$ cat src/design/chfc_pkg.sv
// shared types, constants and tables of the compass heading pipeline
`timescale 1ns / 1ps

package chfc_pkg;

	// cordic depth and arctangent table length
	localparam int CORDIC_STAGES = 16;
	localparam int TABLE_LEN     = 24;
	localparam int CORDIC_RUN    = (CORDIC_STAGES < TABLE_LEN) ? CORDIC_STAGES : TABLE_LEN;
	localparam int SHIFT_W       = 5;

	// field widths
	localparam int FIELD_W = 16;
	localparam int DECL_W  = 16;
	localparam int DIR_W   = 17;
	localparam int HEAD_W  = 16;
	localparam int IN_W    = 32;
	localparam int OUT_W   = 40;

	// datapath widths: scaled vector and q20 angle
	localparam int PRE_SHIFT = 14;
	localparam int XY_W      = 33;
	localparam int Z_W       = 24;

	// configuration port
	localparam int ADDR_W = 3;
	localparam int DATA_W = 32;
	localparam logic [ADDR_W-1:0] DECL_ADDR = 3'd0;

	// angle and conversion constants
	localparam logic signed [Z_W-1:0] PI_Q20 = 24'sd3294199;
	localparam int PROD_W = 40;
	localparam logic signed [PROD_W-1:0] RAD2DEG_Q16 = 40'sd3754936;
	localparam logic signed [PROD_W:0] DEG_ROUND = 41'sd4194304;
	localparam logic signed [17:0] FULL_TURN_Q6 = 18'sd23040;

	// vector and angle carried through the cordic stages
	typedef struct packed {
		logic signed [XY_W-1:0] x;
		logic signed [XY_W-1:0] y;
		logic signed [Z_W-1:0]  z;
		logic                   zero;
	} cordic_t;

	// atan(2^-i) in q20 radians
	function automatic logic signed [Z_W-1:0] atan_q20(input int idx);
		logic signed [Z_W-1:0] v;
		case (idx)
			0:       v = 24'sd823550;
			1:       v = 24'sd486170;
			2:       v = 24'sd256879;
			3:       v = 24'sd130396;
			4:       v = 24'sd65451;
			5:       v = 24'sd32757;
			6:       v = 24'sd16383;
			7:       v = 24'sd8192;
			8:       v = 24'sd4096;
			9:       v = 24'sd2048;
			10:      v = 24'sd1024;
			11:      v = 24'sd512;
			12:      v = 24'sd256;
			13:      v = 24'sd128;
			14:      v = 24'sd64;
			15:      v = 24'sd32;
			16:      v = 24'sd16;
			17:      v = 24'sd8;
			18:      v = 24'sd4;
			19:      v = 24'sd2;
			20:      v = 24'sd1;
			default: v = '0;
		endcase
		return v;
	endfunction

endpackage

$ cat src/design/chfc_stage.sv
// one registered vectoring cordic iteration
`timescale 1ns / 1ps

module chfc_stage (
	input  logic                           clk,
	input  logic                           arst_n,
	input  logic                           en,
	input  logic [chfc_pkg::SHIFT_W-1:0]   shift,
	input  logic signed [chfc_pkg::Z_W-1:0] atan_step,
	input  logic                           valid_in,
	input  chfc_pkg::cordic_t              vec_in,
	output logic                           valid_out,
	output chfc_pkg::cordic_t              vec_out
);
	import chfc_pkg::*;

	logic signed [XY_W-1:0] x_c;
	logic signed [XY_W-1:0] y_c;
	logic signed [XY_W-1:0] xs_c;
	logic signed [XY_W-1:0] ys_c;
	cordic_t                nxt_c;

	// rotate toward the x axis, direction from the sign of y
	always_comb begin
		x_c  = vec_in.x;
		y_c  = vec_in.y;
		xs_c = x_c >>> shift;
		ys_c = y_c >>> shift;
		nxt_c.zero = vec_in.zero;
		if (!y_c[XY_W-1]) begin
			nxt_c.x = x_c + ys_c;
			nxt_c.y = y_c - xs_c;
			nxt_c.z = vec_in.z + atan_step;
		end else begin
			nxt_c.x = x_c - ys_c;
			nxt_c.y = y_c + xs_c;
			nxt_c.z = vec_in.z - atan_step;
		end
	end

	// stage valid
	always_ff @(posedge clk or negedge arst_n) begin
		if (!arst_n) begin
			valid_out <= 1'b0;
		end else if (en) begin
			valid_out <= valid_in;
		end
	end

	// stage payload
	always_ff @(posedge clk) begin
		if (en) begin
			vec_out <= nxt_c;
		end
	end

endmodule

$ cat src/design/chfc_post.sv
// angle to direction and heading: round, add declination, scale to degrees, wrap, saturate
`timescale 1ns / 1ps

module chfc_post (
	input  logic                                clk,
	input  logic                                arst_n,
	input  logic                                en,
	input  logic signed [chfc_pkg::DECL_W-1:0]  decl,
	input  logic                                valid_in,
	input  chfc_pkg::cordic_t                   vec_in,
	output logic                                valid_out,
	output logic signed [chfc_pkg::DIR_W-1:0]   direction,
	output logic signed [chfc_pkg::HEAD_W-1:0]  heading
);
	import chfc_pkg::*;

	logic signed [Z_W-1:0]    ang_c;
	logic signed [Z_W:0]      ang_rnd_c;
	logic signed [Z_W-7:0]    ang_q13_c;
	logic signed [Z_W-6:0]    dir_sum_c;
	logic signed [DIR_W-1:0]  dir_c;
	logic signed [DIR_W-1:0]  dir_s1;
	logic signed [PROD_W-1:0] prod_c;
	logic signed [PROD_W-1:0] prod_s2;
	logic signed [PROD_W:0]   deg_sum_c;
	logic signed [17:0]       deg_c;
	logic signed [17:0]       deg_wrap_c;
	logic signed [HEAD_W-1:0] head_c;
	logic                     v_s1;
	logic                     v_s2;

	// q20 to q13 with rounding, plus declination, saturated
	always_comb begin
		ang_c     = vec_in.zero ? '0 : vec_in.z;
		ang_rnd_c = (Z_W+1)'(ang_c) + (Z_W+1)'(64);
		ang_q13_c = ang_rnd_c[Z_W:7];
		dir_sum_c = (Z_W-5)'(ang_q13_c) + (Z_W-5)'(decl);
		if (dir_sum_c < -(Z_W-5)'(65536)) begin
			dir_c = -(DIR_W)'(65536);
		end else if (dir_sum_c > (Z_W-5)'(65535)) begin
			dir_c = (DIR_W)'(65535);
		end else begin
			dir_c = dir_sum_c[DIR_W-1:0];
		end
	end

	// radians to degrees, q13 times q16
	assign prod_c = PROD_W'(dir_s1) * RAD2DEG_Q16;

	// round to q6, wrap negatives by a full turn, saturate
	always_comb begin
		deg_sum_c = (PROD_W+1)'(prod_s2) + DEG_ROUND;
		deg_c     = deg_sum_c[PROD_W:23];
		deg_wrap_c = deg_c[17] ? (deg_c + FULL_TURN_Q6) : deg_c;
		if (deg_wrap_c < -18'sd32768) begin
			head_c = -(HEAD_W)'(32768);
		end else if (deg_wrap_c > 18'sd32767) begin
			head_c = (HEAD_W)'(32767);
		end else begin
			head_c = deg_wrap_c[HEAD_W-1:0];
		end
	end

	// valid bits
	always_ff @(posedge clk or negedge arst_n) begin
		if (!arst_n) begin
			v_s1      <= 1'b0;
			v_s2      <= 1'b0;
			valid_out <= 1'b0;
		end else if (en) begin
			v_s1      <= valid_in;
			v_s2      <= v_s1;
			valid_out <= v_s2;
		end
	end

	// payload registers
	logic signed [DIR_W-1:0] dir_s2;
	always_ff @(posedge clk) begin
		if (en) begin
			dir_s1    <= dir_c;
			prod_s2   <= prod_c;
			dir_s2    <= dir_s1;
			direction <= dir_s2;
			heading   <= head_c;
		end
	end

endmodule

$ cat src/design/compass_heading_from_field.sv
// compass heading top level: config register, input stage, cordic chain, output
//
// channel   | dir | fields (low bit first)
// s_axis    | in  | tdata: field_x[15:0], field_y[31:16]
// m_axis    | out | tdata: direction_rad[16:0], heading_deg[32:17], zero pad to 40
// apb       | in  | declination at byte address 0
//
// one sample per cycle while the output beat is not held; pipeline: one input stage, one stage per
// cordic iteration (16), three output stages (round and declination,
// degree multiply, wrap and saturate)
// arst_n clears the valid bits and the declination to zero
// a held output beat stalls every stage at once, so nothing is lost or repeated
`timescale 1ns / 1ps

module compass_heading_from_field (
	input  logic                              clk,
	input  logic                              arst_n,
	input  logic                              s_axis_tvalid,
	output logic                              s_axis_tready,
	input  logic [chfc_pkg::IN_W-1:0]         s_axis_tdata,  // field_x, field_y
	output logic                              m_axis_tvalid,
	input  logic                              m_axis_tready,
	output logic [chfc_pkg::OUT_W-1:0]        m_axis_tdata,  // direction_rad, heading_deg, pad
	input  logic                              psel,
	input  logic                              penable,
	input  logic                              pwrite,
	input  logic [chfc_pkg::ADDR_W-1:0]       paddr,
	input  logic [chfc_pkg::DATA_W-1:0]       pwdata,
	output logic [chfc_pkg::DATA_W-1:0]       prdata,
	output logic                              pready
);
	import chfc_pkg::*;

	logic signed [DECL_W-1:0]  decl_q;
	logic                      en;
	logic signed [FIELD_W-1:0] fx_c;
	logic signed [FIELD_W-1:0] fy_c;
	logic signed [FIELD_W:0]   xa_c;
	logic signed [FIELD_W:0]   ya_c;
	cordic_t                   pre_c;
	logic                      vld [CORDIC_RUN+1];
	cordic_t                   vec [CORDIC_RUN+1];
	logic signed [DIR_W-1:0]   dir;
	logic signed [HEAD_W-1:0]  head;

	// declination register
	always_ff @(posedge clk or negedge arst_n) begin
		if (!arst_n) begin
			decl_q <= '0;
		end else if (psel && penable && pwrite && (paddr == DECL_ADDR)) begin
			decl_q <= pwdata[DECL_W-1:0];
		end
	end

	assign pready = 1'b1;
	assign prdata = (paddr == DECL_ADDR) ? DATA_W'(decl_q) : '0;

	// whole pipe moves unless the output beat is held
	assign en            = !m_axis_tvalid || m_axis_tready;
	assign s_axis_tready = en;

	// fold left half plane over, preset angle to +-pi, scale up
	always_comb begin
		fx_c = s_axis_tdata[FIELD_W-1:0];
		fy_c = s_axis_tdata[2*FIELD_W-1:FIELD_W];
		if (fx_c[FIELD_W-1]) begin
			xa_c    = -(FIELD_W+1)'(fx_c);
			ya_c    = -(FIELD_W+1)'(fy_c);
			pre_c.z = fy_c[FIELD_W-1] ? -PI_Q20 : PI_Q20;
		end else begin
			xa_c    = (FIELD_W+1)'(fx_c);
			ya_c    = (FIELD_W+1)'(fy_c);
			pre_c.z = '0;
		end
		pre_c.x    = XY_W'(xa_c) <<< PRE_SHIFT;
		pre_c.y    = XY_W'(ya_c) <<< PRE_SHIFT;
		pre_c.zero = (fx_c == '0) && (fy_c == '0);
	end

	// input stage
	always_ff @(posedge clk or negedge arst_n) begin
		if (!arst_n) begin
			vld[0] <= 1'b0;
		end else if (en) begin
			vld[0] <= s_axis_tvalid;
		end
	end

	always_ff @(posedge clk) begin
		if (en) begin
			vec[0] <= pre_c;
		end
	end

	// cordic iterations, one register stage each
	for (genvar k = 0; k < CORDIC_RUN; k++) begin : g_stage
		chfc_stage u_stage (
			.clk       (clk),
			.arst_n    (arst_n),
			.en        (en),
			.shift     (SHIFT_W'(k)),
			.atan_step (atan_q20(k)),
			.valid_in  (vld[k]),
			.vec_in    (vec[k]),
			.valid_out (vld[k+1]),
			.vec_out   (vec[k+1])
		);
	end

	// output conversion and result register
	chfc_post u_post (
		.clk       (clk),
		.arst_n    (arst_n),
		.en        (en),
		.decl      (decl_q),
		.valid_in  (vld[CORDIC_RUN]),
		.vec_in    (vec[CORDIC_RUN]),
		.valid_out (m_axis_tvalid),
		.direction (dir),
		.heading   (head)
	);

	assign m_axis_tdata = {(OUT_W-DIR_W-HEAD_W)'(0), head, dir};

endmodule

$ cat config.mk
export PLATFORM = sky130hd
export DESIGN_NAME = compass_heading_from_field
export DESIGN_NICKNAME = d
export VERILOG_FILES = /design/src/design/chfc_pkg.sv /design/src/design/chfc_stage.sv /design/src/design/chfc_post.sv /design/src/design/compass_heading_from_field.sv
export SDC_FILE = /design/constraint.sdc
export NUM_CORES = 2
export LEC_CHECK = 0
export BUFFER_PORTS_ARGS = -buffer_cell sky130_fd_sc_hd__buf_2
export CAP_MARGIN = 10
export CORE_ASPECT_RATIO = 1.2
export CORE_MARGIN = 1
export CORE_UTILIZATION = 30
export CTS_CLUSTER_DIAMETER = 60
export DETAILED_ROUTE_END_ITERATION = 8
export HOLD_SLACK_MARGIN = 0.02
export RECOVER_POWER = 25
export REMOVE_ABC_BUFFERS = 1
export SETUP_SLACK_MARGIN = 0.3
export SLEW_MARGIN = 0
export SYNTH_ARGS = -nofsm -noshare
export SYNTH_HDL_FRONTEND = slang
export SYNTH_SLANG_ARGS = --single-unit
export TNS_END_PERCENT = 20
$ cat constraint.sdc
create_clock -name clk -period 64.1 [get_ports clk]
set_input_delay 9.615 -clock clk [delete_from_list [all_inputs] [get_ports clk]]
set_output_delay 9.615 -clock clk [all_outputs]
set_load 0.005 [all_outputs]
==> key figures <==
Logic synthesis
  – Primary FF master, synth: edfxtp_1
  – Post-synth EDFFs: 1273
  – Yosys cell types: 88
  – Cell area after synthesis: 108000 um^2
  – Fraction of registers with async set/reset: 2.75%
  – Synth area leaders: edfxtp_1 35%, ha_1 15%, xnor2_1 8.1%
  – Synthesis-stage register bit count: 1309
  – Cell count after synthesis: 11000
  – Synth top area share: 35.5%
  – Register area share after synthesis: 36.3%
  – Cell taking the most area after synthesis: edfxtp_1
  – Total number of yosys warnings: 0
  – Avg Cell Area, Syn: 9.81 um^2

Run status
  – Outcome: finished, violations left
  – Failing checks: capacitance limit, slew limit

Critical path
  – FF-to-FF End: g_stage[12].u_stage.vec_out[56]
  – CP endpoint kind: primary output
  – CP Launch Type: input port
  – Top cell by count, worst path: buf_2
  – R2R setup slack: 56.89 ns
  – Worst-path maximum fanout: 17
  – Worst-path cell chain: buf_2 -> nor3_1 -> buf_4 -> and2_1 -> buf_2
  – Setup Crit Path Kind: input port to primary output
  – Largest stage delay, worst path: 0.36 ns
  – Slowest-stage cell, CP: and2_1
  – CP Buf/Inv Count: 3
  – R2r startpoint: g_stage[11].u_stage.vec_out[57]
  – Worst EP required: 54.49 ns
  – Crit path arrival time: 10.72 ns
  – Worst reg2reg path depth: 15
  – Cell family with most CP delay: simple AND/OR/NAND/NOR gates

Timing
  – Worst clock skew: 0.0797 ns
  – Tcrit/Tclk final: 31.7%
  – Final setup violation count: 0
  – Max_slew headroom: -98.5%
  – RSZ-0062 raised after global routing: no
  – Worst slew pin tran: 2.98 ns
  – Setup TNS: 0 ns
  – Max Fclk: 0.0492 GHz
  – Final Hold Fails: 0
  – Fin crit period: 20.34 ns
  – Final Max Slew Viols: 801

Clocking
  – Root buffer cell: clkbuf_16
  – Setup bufs post-CTS: 0
  – Resized Gates After CTS: 0
  – CTS Buffer Depth: 4
  – CTS tree: yes
  – Num Clock Sinks: 1309
  – Clk_lat worst skew: 0.85 ns
  – Clock transition at the registers of the reported paths: 0.06 ns
  – CTS H-tree depth: 4
  – Post-CTS Hold Buffers: 0
  – Total CTS buffers: 173

Cells and area
  – Register area: 39100 um^2
  – Cell area after layout: 119000 um^2
  – Area occupied by multi-input gates: 65200 um^2
  – Area growth syn-to-layout: 10.9%
  – Layout Nets: 12700
  – Non-Filler Instances: 16000
  – Filler cells: 36300
  – Ratio of cells with drive above 1 in the final layout: 4.79%
  – Util after Layout: 33.5%

Global route
  – Grt met3 use: 1.44%
  – Busiest grt layer: met2
  – Met1 layer usage reported by global route: 13.1%
  – M2 GR Usage: 26.1%
  – First-pass GRT wire length: 388000 um
  – Vias in the first global route: 76300
  – Gr ovfl total: 0
  – Initial antenna violation count: 1
  – Largest net degree at the start of global routing: 181
  – GR Util All Layers: 13.2%

Route
  – Avg WL per Cell: 15.2 um
  – DR vias/cell: 4.83
  – Vias: 77300
  – DRT Pass-1 Iters: 6
  – DRT Wirelength: 243000 um
  – Antenna-violating nets left: 0
  – Initial drt markers: 3385
  – Residual DRC count: 0

Placed design
  – Placed wire-length estimate: 196000 um
  – RD Place Congestion: 0.952
  – Placed insts: 15700
  – Placed cell area: 114000 um^2
  – PortBufs: 124

Flow run
  – MaxCap Viol Count: 18

Min path
  – HP Start: g_stage[12].u_stage.vec_out[0]
  – Worst hold path depth: 0
  – Hold WC Path Type: flip-flop to flip-flop
  – Hold endpoint: g_stage[13].u_stage.vec_out[0]

Die
  – Die Ht: 658 um
  – IO Pins: 149
  – Core Footprint: 357000 um^2
  – Rows: 240
  – Initial Util: 30.2%
  – Die area: 362000 um^2
  – Die Width: 549 um
==> worst register-to-register path, delay by kind of cell (launching register included) <==
family / cells / cell delay, ns
AO/OA/AOI/OAI: 8 / 2.21
flip-flops: 1 / 0.45
XOR/XNOR: 1 / 0.17
AND/OR/NAND/NOR: 2 / 0.64
buffers and inverters: 3 / 3.22
adder cells (fa/ha/maj): 1 / 0.31
==> registers in the layout (all words and copies together) (netlist names) <==
name,count
u_post.valid_out,1
u_post.dir_s2,17
u_post.heading,16
u_post.v_s2,1
u_post.direction,17
u_post.dir_s1,17
u_post.prod_s2,18
g_stage.u_stage.vec_out,1150
decl_q,16
u_post.v_s1,1
g_stage.u_stage.valid_out,16
vld,1
vec,38
==> cell usage after synthesis (36+ instances only) <==
cell      instances
ha_1           1275
edfxtp_1       1273
a21oi_1        1100
xnor2_1         999
nor2_1          992
inv_1           723
xor2_1          559
nand2_1         557
o21ai_0         495
a21o_1          350
nor3_1          311
fa_1            164
nand3_1         164
nor2b_1         154
nand2b_1        148
o21bai_1        138
o21a_1          125
clkbuf_1        111
a31oi_1         108
and3_1           95
and2_1           83
nor4_1           77
mux2_2           69
or3_1            67
a211oi_1         66
or2_2            53
o41ai_1          48
o211ai_1         46
nand4_1          43
o31ai_1          42
a21boi_0         39
dfrtp_1          36
==> cells in the final DEF (no fill, tap or decap), types with 125 or more instances in the layout <==
cell and n:
xnor2_1 999, clkbuf_16 177, o21bai_1 138, nor2_1 992, a21oi_1 1100, inv_1 722
o21ai_0 495, buf_2 125, nor2b_1 153, nor3_1 311, nand3_1 164, ha_1 1275
edfxtp_1 1273, nand2b_1 148, fa_1 164, nand2_1 557, xor2_1 559, o21a_1 125
a21o_1 350
==> per-layer routing <==
metal / share of wire (%) / up-vias
met4: 6.1 / 0
met3: 2.4 / 629
li1: - / 40200
met1: 38 / 35400
met2: 53 / 1106
met5: 0 / -
==> logic make-up (layout without fill, tap and decap cells) <==
group	after synthesis	in the layout	share of synthesized area, %
AOI/OAI and AO/OA	2805	2805	16.1
other	2	10	0.00697
muxes	94	94	0.954
xor gates and xnor gates	1558	1558	12.7
and+or+nand+nor	2886	2886	12.9
buffers and inverters	890	1206	3.19
DFF	1309	1309	36.3
adders and majority gates	1440	1440	17.9
==> final cells by class <==
type | count | area share, %
clock inverter | 96 | 0.826
multi-input combinational | 8792 | 54.6
tap | 4719 | 4.94
inverter | 731 | 2.30
clock buffer | 206 | 3.81
timing repair buffer | 173 | 0.799
sequential | 1309 | 32.7
antenna | 1 | 0.00209
==> worst max path at each step <==
| stage | to | cells after the start | slack [ns] | startpoint |
|---|---|---|---|---|
| final | prdata[21] | 5 | 43.76 | paddr[1] |
| after global routing | prdata[23] | 5 | 43.50 | paddr[1] |
| after CTS | prdata[21] | 5 | 43.72 | paddr[1] |
| after detailed placement | prdata[21] | 5 | 43.71 | paddr[1] |
| after global placement | prdata[26] | 5 | 43.81 | paddr[1] |
| after floorplan | s_axis_tready | 2 | 20.05 | m_axis_tready |
==> per-stage QoR <==
stage / hold slack, ns / setup WS (ns)
global route: 0.386 / 43.50
floorplan: 0.400 / 20.05
CTS: 0.381 / 43.72
detailed placement: 0.405 / 43.71
global placement: 0.402 / 43.81
finish: 0.384 / 43.76
Power is not shown: default switching activity piles up to over one toggle a cycle in this logic, so the estimate is an artifact.
